## src/rtl/gbf_pkg.sv

```systemverilog
package gbf_pkg;

  // Field and counter widths
  localparam int PIX_W       = 8;
  localparam int CNT_W       = 11;
  localparam int POS_W       = 10;
  localparam int CFG_W       = 11;
  localparam int CFG_IDX_W   = 2;
  localparam int IN_TDATA_W  = 8;
  localparam int OUT_TDATA_W = 32;

  // Line memory geometry
  localparam int MAX_WIDTH_DEF = 1024;
  localparam int LANES         = 4;
  localparam int LANE_W        = 2;
  localparam int WIN           = 5;

  // Weighted sums are at most 98 * 255, so 15 bits hold them
  localparam int SUM_W = 15;

  // Divide by 98: multiply by ceil(2^21 / 98) and shift; exact for sums < 2^21 / 48
  localparam int          RECIP_W  = 15;
  localparam int          RECIP_SH = 21;
  localparam logic [14:0] RECIP_98 = 15'd21400;
  localparam int          DIV16_SH = 4;

  // Register indexes
  localparam logic [CFG_IDX_W-1:0] REG_IMAGE_WIDTH   = 2'd0;
  localparam logic [CFG_IDX_W-1:0] REG_IMAGE_HEIGHT  = 2'd1;
  localparam logic [CFG_IDX_W-1:0] REG_KERNEL_SELECT = 2'd2;

  // Register reset values
  localparam logic [CFG_W-1:0] IMAGE_WIDTH_RST  = 11'd640;
  localparam logic [CFG_W-1:0] IMAGE_HEIGHT_RST = 11'd480;

  // Kernel weights, [row][col] from the top-left corner of the window
  typedef logic [3:0] weight_t;
  localparam weight_t K5 [WIN][WIN] = '{
    '{4'd1, 4'd2, 4'd3,  4'd2, 4'd1},
    '{4'd2, 4'd8, 4'd6,  4'd6, 4'd2},
    '{4'd3, 4'd8, 4'd10, 4'd8, 4'd3},
    '{4'd2, 4'd8, 4'd6,  4'd6, 4'd2},
    '{4'd1, 4'd2, 4'd3,  4'd2, 4'd1}
  };
  localparam weight_t K3 [3][3] = '{
    '{4'd1, 4'd2, 4'd1},
    '{4'd2, 4'd4, 4'd2},
    '{4'd1, 4'd2, 4'd1}
  };

  typedef logic [WIN-1:0][WIN-1:0][PIX_W-1:0] win_t;
  typedef logic [LANES-1:0][PIX_W-1:0] line_word_t;

  // Per-item tag that follows a result through the datapath
  typedef struct packed {
    logic             valid;
    logic             ksel;
    logic [POS_W-1:0] crow;
    logic [POS_W-1:0] ccol;
    logic             last;
  } meta_t;

  typedef struct packed {
    logic             valid;
    logic [PIX_W-1:0] blurred;
    logic [POS_W-1:0] crow;
    logic [POS_W-1:0] ccol;
    logic             last;
  } res_t;

endpackage

```

## src/rtl/gbf_conv.sv

```systemverilog
module gbf_conv (
  input  logic           clk,
  input  logic           rst,
  input  logic           en,
  input  gbf_pkg::win_t  win,
  input  gbf_pkg::meta_t meta_in,
  output gbf_pkg::res_t  res
);
  import gbf_pkg::*;

  logic [SUM_W-1:0]         rs5 [WIN];
  logic [SUM_W-1:0]         rs3 [WIN];
  logic [SUM_W-1:0]         rsum [WIN];
  meta_t                    meta_a;
  logic [SUM_W-1:0]         total;
  meta_t                    meta_b;
  logic [SUM_W+RECIP_W-1:0] prod;
  logic [SUM_W-1:0]         total_c;
  meta_t                    meta_c;

  // Weighted row sums for both kernels; the 3x3 kernel sits in the bottom-right corner
  always_comb begin
    for (int i = 0; i < WIN; i++) begin
      rs5[i] = '0;
      rs3[i] = '0;
      for (int j = 0; j < WIN; j++) begin
        rs5[i] = rs5[i] + SUM_W'(K5[i][j]) * SUM_W'(win[i][j]);
        if (i >= 2 && j >= 2) begin
          rs3[i] = rs3[i] + SUM_W'(K3[i-2][j-2]) * SUM_W'(win[i][j]);
        end
      end
    end
  end

  // Stage A: register row sums of the selected kernel
  always_ff @(posedge clk) begin
    if (rst) begin
      meta_a <= '0;
    end else if (en) begin
      meta_a <= meta_in;
      for (int i = 0; i < WIN; i++) begin
        rsum[i] <= meta_in.ksel ? rs5[i] : rs3[i];
      end
    end
  end

  // Stage B: add the row sums
  always_ff @(posedge clk) begin
    if (rst) begin
      meta_b <= '0;
    end else if (en) begin
      meta_b <= meta_a;
      total  <= rsum[0] + rsum[1] + rsum[2] + rsum[3] + rsum[4];
    end
  end

  // Stage C: reciprocal multiply for the divide by 98
  always_ff @(posedge clk) begin
    if (rst) begin
      meta_c <= '0;
    end else if (en) begin
      meta_c  <= meta_b;
      total_c <= total;
      prod    <= (SUM_W+RECIP_W)'(total) * (SUM_W+RECIP_W)'(RECIP_98);
    end
  end

  // Output register: pick the quotient for the active kernel
  always_ff @(posedge clk) begin
    if (rst) begin
      res <= '0;
    end else if (en) begin
      res.valid   <= meta_c.valid;
      res.blurred <= meta_c.ksel ? prod[RECIP_SH +: PIX_W] : total_c[DIV16_SH +: PIX_W];
      res.crow    <= meta_c.crow;
      res.ccol    <= meta_c.ccol;
      res.last    <= meta_c.last;
    end
  end

endmodule

```

## config.mk

```make
export PLATFORM = sky130hd
export DESIGN_NAME = gbf_conv
export DESIGN_NICKNAME = d
export VERILOG_FILES = /design/src/rtl/gbf_pkg.sv /design/src/rtl/gbf_conv.sv
export SDC_FILE = /design/constraint.sdc
export NUM_CORES = 1
export LEC_CHECK = 0
export BUFFER_PORTS_ARGS = -buffer_cell sky130_fd_sc_hd__buf_4
export CAP_MARGIN = 25
export CORE_AREA = 2 2 201 203
export DETAILED_ROUTE_END_ITERATION = 8
export DIE_AREA = 0 0 203 205
export HOLD_SLACK_MARGIN = 0.15
export PLACE_DENSITY_LB_ADDON = 0.3
export SLEW_MARGIN = 10
export SYNTH_ARGS = -nofsm -noshare
export SYNTH_HDL_FRONTEND = slang
export SYNTH_SLANG_ARGS = --single-unit
```

## constraint.sdc

```tcl
create_clock -name clk -period 7.64 [get_ports clk]
set_input_delay 2.292 -clock clk [delete_from_list [all_inputs] [get_ports clk]]
set_output_delay 2.292 -clock clk [all_outputs]
set_load 0.03 [all_outputs]
```

==> flow_metrics.py, run 1 <==
metrics = {
    "sta": {
        "worst_slew_pin_slew_ps": 929,
        "hold_viol": 0,
        "grt_setup_unrepaired": "false",
        "fmax_mhz": 162,
        "drv_slew": 0,
        "fin_setup_tns_ps": 0,
        "skew_ps": 12.6,
        "min_period_ps": 6170,
        "slew_headroom": 0.381,
        "finalCritPeriodShare": 0.808,
        "setup-violations-final": 0,
    },
    "placed_design": {
        "portBuffers": 255,
        "hpwl_um": 32300,
        "gp_congestion": 0.837,
    },
    "job": {
        "maxCapViolations": 0,
    },
    "setup_path": {
        "crit_required_ps": 7830,
        "cp-end-kind": "register",
        "path_max_fanout": 2,
        "path_class": "input pin to register",
        "startpoint_type": "input pin",
        "arrival_ps": 6360,
    },
    "global_route": {
        "antenna_found_initial": 0,
        "gr-max-usage-layer": "met2",
        "use_met1": 0.237,
        "grt_pass1_wl_um": 63800,
        "grt_pass1_vias": 13600,
        "grt_max_degree": 89,
        "use_met3": 0.0226,
        "gr-usage-met2": 0.354,
        "grt-ovfl-total": 0,
        "grt_usage": 0.190,
    },
    "run_status": {
        "status": "complete, no violations",
    },
    "floorplan": {
        "die_w_um": 203,
        "core_area_mm2": 0.0394,
        "dieHeight_um": 205,
        "dieArea_mm2": 0.0416,
        "placementRows": 73,
        "boundaryPins": 256,
        "start_util": 0.494,
    },
    "layout": {
        "final_core_utilization": 0.574,
        "register_area_mm2": 0.00483,
        "areaGrowthSynthToFinish_pct": 16.1,
        "fin_nets": 2788,
        "layout-drive-gt1-share": 0.151,
        "fillers": 3348,
        "multi_input_area_mm2": 0.0133,
        "antenna_cells": 0,
    },
    "yosys": {
        "yosysTopAreaCellShare": 0.272,
        "synthArstFlopShare": 0,
        "synth.top_cells.by_area": "fa_1 (27%), ha_1 (17%), edfxtp_1 (15%), dfxtp_1 (10%), inv_1 (6.4%)",
        "synth_most_common_cell": "inv_1",
        "ys_top_cells_by_count": "inv_1 (329), ha_1 (267), fa_1 (264)",
        "ys_ff_latch": 194,
        "ys_types": 52,
        "yosysTopAreaCell": "fa_1",
        "syn_area_per_cell_um2": 10.9,
        "yosysWarningCount": 0,
        "yosys_most_used_dff": "dfxtp_1",
        "synth_cells": 1786,
        "syn_area_mm2": 0.0194,
        "ys_seq_area_frac": 0.249,
        "synth_edf_count": 95,
        "syn_nets": 2543,
    },
    "clocking": {
        "htreeDepth": 4,
        "clk_latency_ps": 440,
        "numCtsBuffers": 17,
        "post-cts-setup-buffers": 0,
        "cts-root-buf": "clkbuf_16",
        "clk_path_buf_depth": 2,
        "holdBufCountCts": 0,
        "tritoncts": "done",
        "clkTransAtPathRegs_ps": 90,
        "ctsResizeCount": 0,
        "clock_sinks": 194,
    },
    "detailed_routing": {
        "drtIter0Drc": 556,
        "vias_per_cell": 4.98,
        "drt_wl_total_um": 37600,
        "first_pass_iters": 5,
        "ant_nets": 0,
        "wl_per_cell_um": 14.6,
        "num_vias": 12800,
        "drcViolationCount": 0,
    },
    "hold_path": {
        "hp-class": "register to register",
    },
}
[worst paths after layout]
path | from | endpoint | slack, ps | cells past startpoint
worst max register to register | total[7] | prod[28] | 2290 | 15
worst min-delay path | meta_b[15] | meta_c[15] | 490 | 2
worst min register to register | meta_b[15] | meta_c[15] | 490 | 2
worst max-delay path | win[114] | rsum[0][43] | 1470 | 19
[layout make-up]
| type | instances | area share |
|---|---|---|
| clock buffers | 17 | 0.0188 |
| well taps | 525 | 0.0291 |
| clock inverters | 15 | 0.00981 |
| repair buffers | 259 | 0.0861 |
| inverters | 329 | 0.0547 |
| multi-input cells | 1230 | 0.587 |
| flip-flops and latches | 194 | 0.214 |
[sequential cells by signal, summed over array words and instances (netlist names)]
register	count
meta_a	23
prod	8
rsum	64
res	30
total_c	8
meta_b	23
total	15
meta_c	23
[cells by family after synthesis]
group / share of synthesized area
multiplexers: 0.0565
adder cells (fa/ha/maj): 0.444
AO/OA/AOI/OAI: 0.0703
buffers and inverters: 0.0699
AND/OR/NAND/NOR: 0.0689
XOR/XNOR: 0.0423
flip-flops: 0.249
[through the flow]
step | instance area, um^2 | hold WS [ps] | setup slack (ps) | cells
floorplan | 19400 | 460 | 1.16 | 1786
global placement | 21900 | 471 | 1090 | 2537
detailed placement | 21900 | 483 | 1010 | 2537
CTS | 22600 | 500 | 1480 | 2569
global route | 22600 | 527 | 1250 | 2569
finish | 22600 | 490 | 1470 | 2569
[critical path, stage by stage]
cell and delay (ps):
buf_4 120, inv_1 100, fa_1 460, fa_1 550, inv_1 50, fa_1 520
inv_1 50, fa_1 520, inv_1 40, ha_1 200, inv_1 70, fa_1 200
nor2b_1 50, o21ai_0 220, a21boi_0 150, o21ai_0 250, a21oi_1 140, a211oi_1 270
nor2_1 80
[layer usage]
metal	wire length (um)	vias to the layer above
met2	20000	183
met3	1030	24
met5	0	-
met4	386	0
met1	16200	6223
li1	-	6352
[placed cells by master, fill, tap and decap left out, types with 5 or more instances in the layout]
cell type and instances:
a211o_1 5, a211oi_1 16, a21boi_0 8, a21o_1 23, a21oi_1 59, and2_1 22
buf_4 259, clkbuf_16 17, dfxtp_1 99, edfxtp_1 95, fa_1 264, ha_1 267
inv_1 329, inv_12 7, mux2_2 6, mux2i_1 103, nand2_1 30, nand2b_1 8
nand3_1 5, nor2_1 139, nor2b_1 23, nor3_1 17, nor3b_1 7, o21a_1 7
o21ai_0 49, o21bai_1 14, or2_2 6, or3_1 11, xnor2_1 66, xor2_1 28
Power of run 1 is left out: the tool's default activity adds up to more than one toggle a clock period on the data nets, which glitch-free logic cannot reach.
==> inputs of run 2 (changes only) <==
- clock period: 7.64 -> 6.3 ns (I/O delays scaled with it)
==> run 2 against run 1 <==
Non-clock buffer count is 1 higher. Wire length is 1.1% higher. Register-to-register slack worse by 1300 ps. Via count is 0.16% higher. Setup slack worse by 930 ps. Sequential cell count stayed put. Global-route usage is 0.31 points higher. Die area stayed put.
==> flow_metrics.py, run 2 (same netlist as run 1, synthesis figures left out) <==
metrics = {
    "run_status": {
        "status": "complete, no violations",
    },
    "floorplan": {
        "die_w_um": 203,
        "boundaryPins": 256,
        "start_util": 0.494,
        "core_area_mm2": 0.0394,
        "placementRows": 73,
        "dieArea_mm2": 0.0416,
        "dieHeight_um": 205,
    },
    "layout": {
        "fin_nets": 2789,
        "largest_reg_flops": 64,
        "layout-drive-gt1-share": 0.152,
        "antenna_cells": 0,
        "post-route-cell-area_mm2": 0.0226,
        "reg.largest.list": "rsum (64), res (30)",
        "final_common_cell": "inv_1",
        "most-common-layout-cells": "inv_1 (329), ha_1 (267), fa_1 (264), buf_4 (260), nor2_1 (139)",
        "fillers": 3284,
        "areaGrowthSynthToFinish_pct": 16.2,
        "register_area_mm2": 0.00483,
        "multi_input_area_mm2": 0.0133,
        "largest-register": "rsum",
    },
    "job": {
        "maxCapViolations": 0,
    },
    "sta": {
        "hold_viol": 0,
        "worst_slew_pin_slew_ps": 1010,
        "hold_ws_ps": 498,
        "fin_setup_tns_ps": 0,
        "grt_setup_unrepaired": "false",
        "skew_ps": 12.0,
        "fmax_mhz": 174,
        "slew_headroom": 0.328,
        "min_period_ps": 5760,
        "finalCritPeriodShare": 0.914,
        "drv_slew": 0,
        "setup-violations-final": 0,
    },
    "clocking": {
        "clk_path_buf_depth": 2,
        "clkTransAtPathRegs_ps": 80,
        "numCtsBuffers": 17,
        "cts-root-buf": "clkbuf_16",
        "clock_sinks": 194,
        "htreeDepth": 4,
        "holdBufCountCts": 0,
        "post-cts-setup-buffers": 0,
        "clk_latency_ps": 440,
        "tritoncts": "done",
        "ctsResizeCount": 0,
    },
    "setup_path": {
        "reg2reg_depth": 16,
        "slowest_stage": "fa_1",
        "path_class": "input pin to register",
        "path_buf_inv": 6,
        "arrival_ps": 5950,
        "r2r_slack_ps": 950,
        "rr_startpoint": "total[7]",
        "cp-end-kind": "register",
        "r2r-end": "prod[28]",
        "path_max_fanout": 2,
        "crit_family": "adder cells",
        "worstPathCellList": "buf_4 -> inv_1 -> fa_1 -> fa_1 -> inv_1 -> fa_1 -> inv_1 -> fa_1 -> inv_1 -> ha_1 -> inv_1 -> fa_1 -> nor2b_1 -> o21ai_0 -> a21boi_0 -> o21ai_0 -> a21oi_1 -> xor2_1 -> and2_1",
        "startpoint_type": "input pin",
        "crit_required_ps": 6490,
        "slowest_delay_ps": 540,
    },
    "detailed_routing": {
        "drcViolationCount": 0,
        "drtIter0Drc": 475,
        "drt_wl_total_um": 38000,
        "num_vias": 12800,
        "wl_per_cell_um": 14.8,
        "vias_per_cell": 4.98,
        "first_pass_iters": 5,
        "ant_nets": 0,
    },
    "placed_design": {
        "hpwl_um": 32500,
        "portBuffers": 255,
        "place_area_mm2": 0.0219,
        "gp_congestion": 0.836,
    },
    "global_route": {
        "grt_max_degree": 100,
        "grt_usage": 0.193,
        "grt-ovfl-total": 0,
        "grt_pass1_vias": 13900,
        "grt_pass1_wl_um": 64900,
        "antenna_found_initial": 0,
    },
    "hold_path": {
        "min_to": "res[21]",
        "hp-class": "register to register",
        "min_path_cells": 2,
        "hold_start": "res[21]",
    },
}
run 2: cell types whose count changed in the layout (fill, tap and decap cells not counted), sizes merged:
cell	before	now
buf	259	260
clkinv	2	3
inv	342	341
run 2: area by class of cell:
| class | instances | area share |
|---|---|---|
| clock inverter | 15 | 0.0101 |
| timing repair buffer | 260 | 0.0864 |
| inverter | 329 | 0.0547 |
| clock buffer | 17 | 0.0188 |
| multi-input combinational | 1230 | 0.587 |
| tap | 525 | 0.0291 |
| sequential | 194 | 0.214 |
run 2: how the worst max path moves through the flow:
| stage | from | to | depth (start not counted) |
|---|---|---|---|
| 2_1_floorplan | win[82] | rsum[0][41] | 18 |
| 3_3_place_gp | win[114] | rsum[0][41] | 19 |
| 3_5_place_dp | win[114] | rsum[0][41] | 19 |
| 4_1_cts | win[114] | rsum[0][41] | 19 |
| 5_1_grt | win[114] | rsum[0][41] | 19 |
| 6_report | win[114] | rsum[0][41] | 19 |
run 2: worst register-to-register path, stage by stage (launching register included):
cell and delay, ps:
edfxtp_1 560, ha_1 370, fa_1 500, inv_1 60, fa_1 540, inv_1 60, fa_1 550, inv_1 60
fa_1 540, inv_1 40, ha_1 300, and3_1 170, a221oi_1 420, o21ai_2 150, a211o_1 330, or4_1 470
nand3_1 90
run 2: routing by layer:
layer	global-route usage	share of wire
met5	0	0
met1	0.239	0.43
met4	0.0375	0.013
met2	0.363	0.53
met3	0.0204	0.026
run 2: per-stage QoR:
| step | instances | setup slack (ps) | util |
|---|---|---|---|
| 2_1_floorplan | 1786 | 482 | - |
| 3_3_place_gp | 2538 | 134 | 0.557 |
| 3_5_place_dp | 2538 | 67.2 | 0.557 |
| 4_1_cts | 2570 | 536 | 0.574 |
| 5_1_grt | 2570 | 171 | 0.574 |
| 6_report | 2570 | 543 | 0.574 |
Power of run 2 is left out for the same reason.
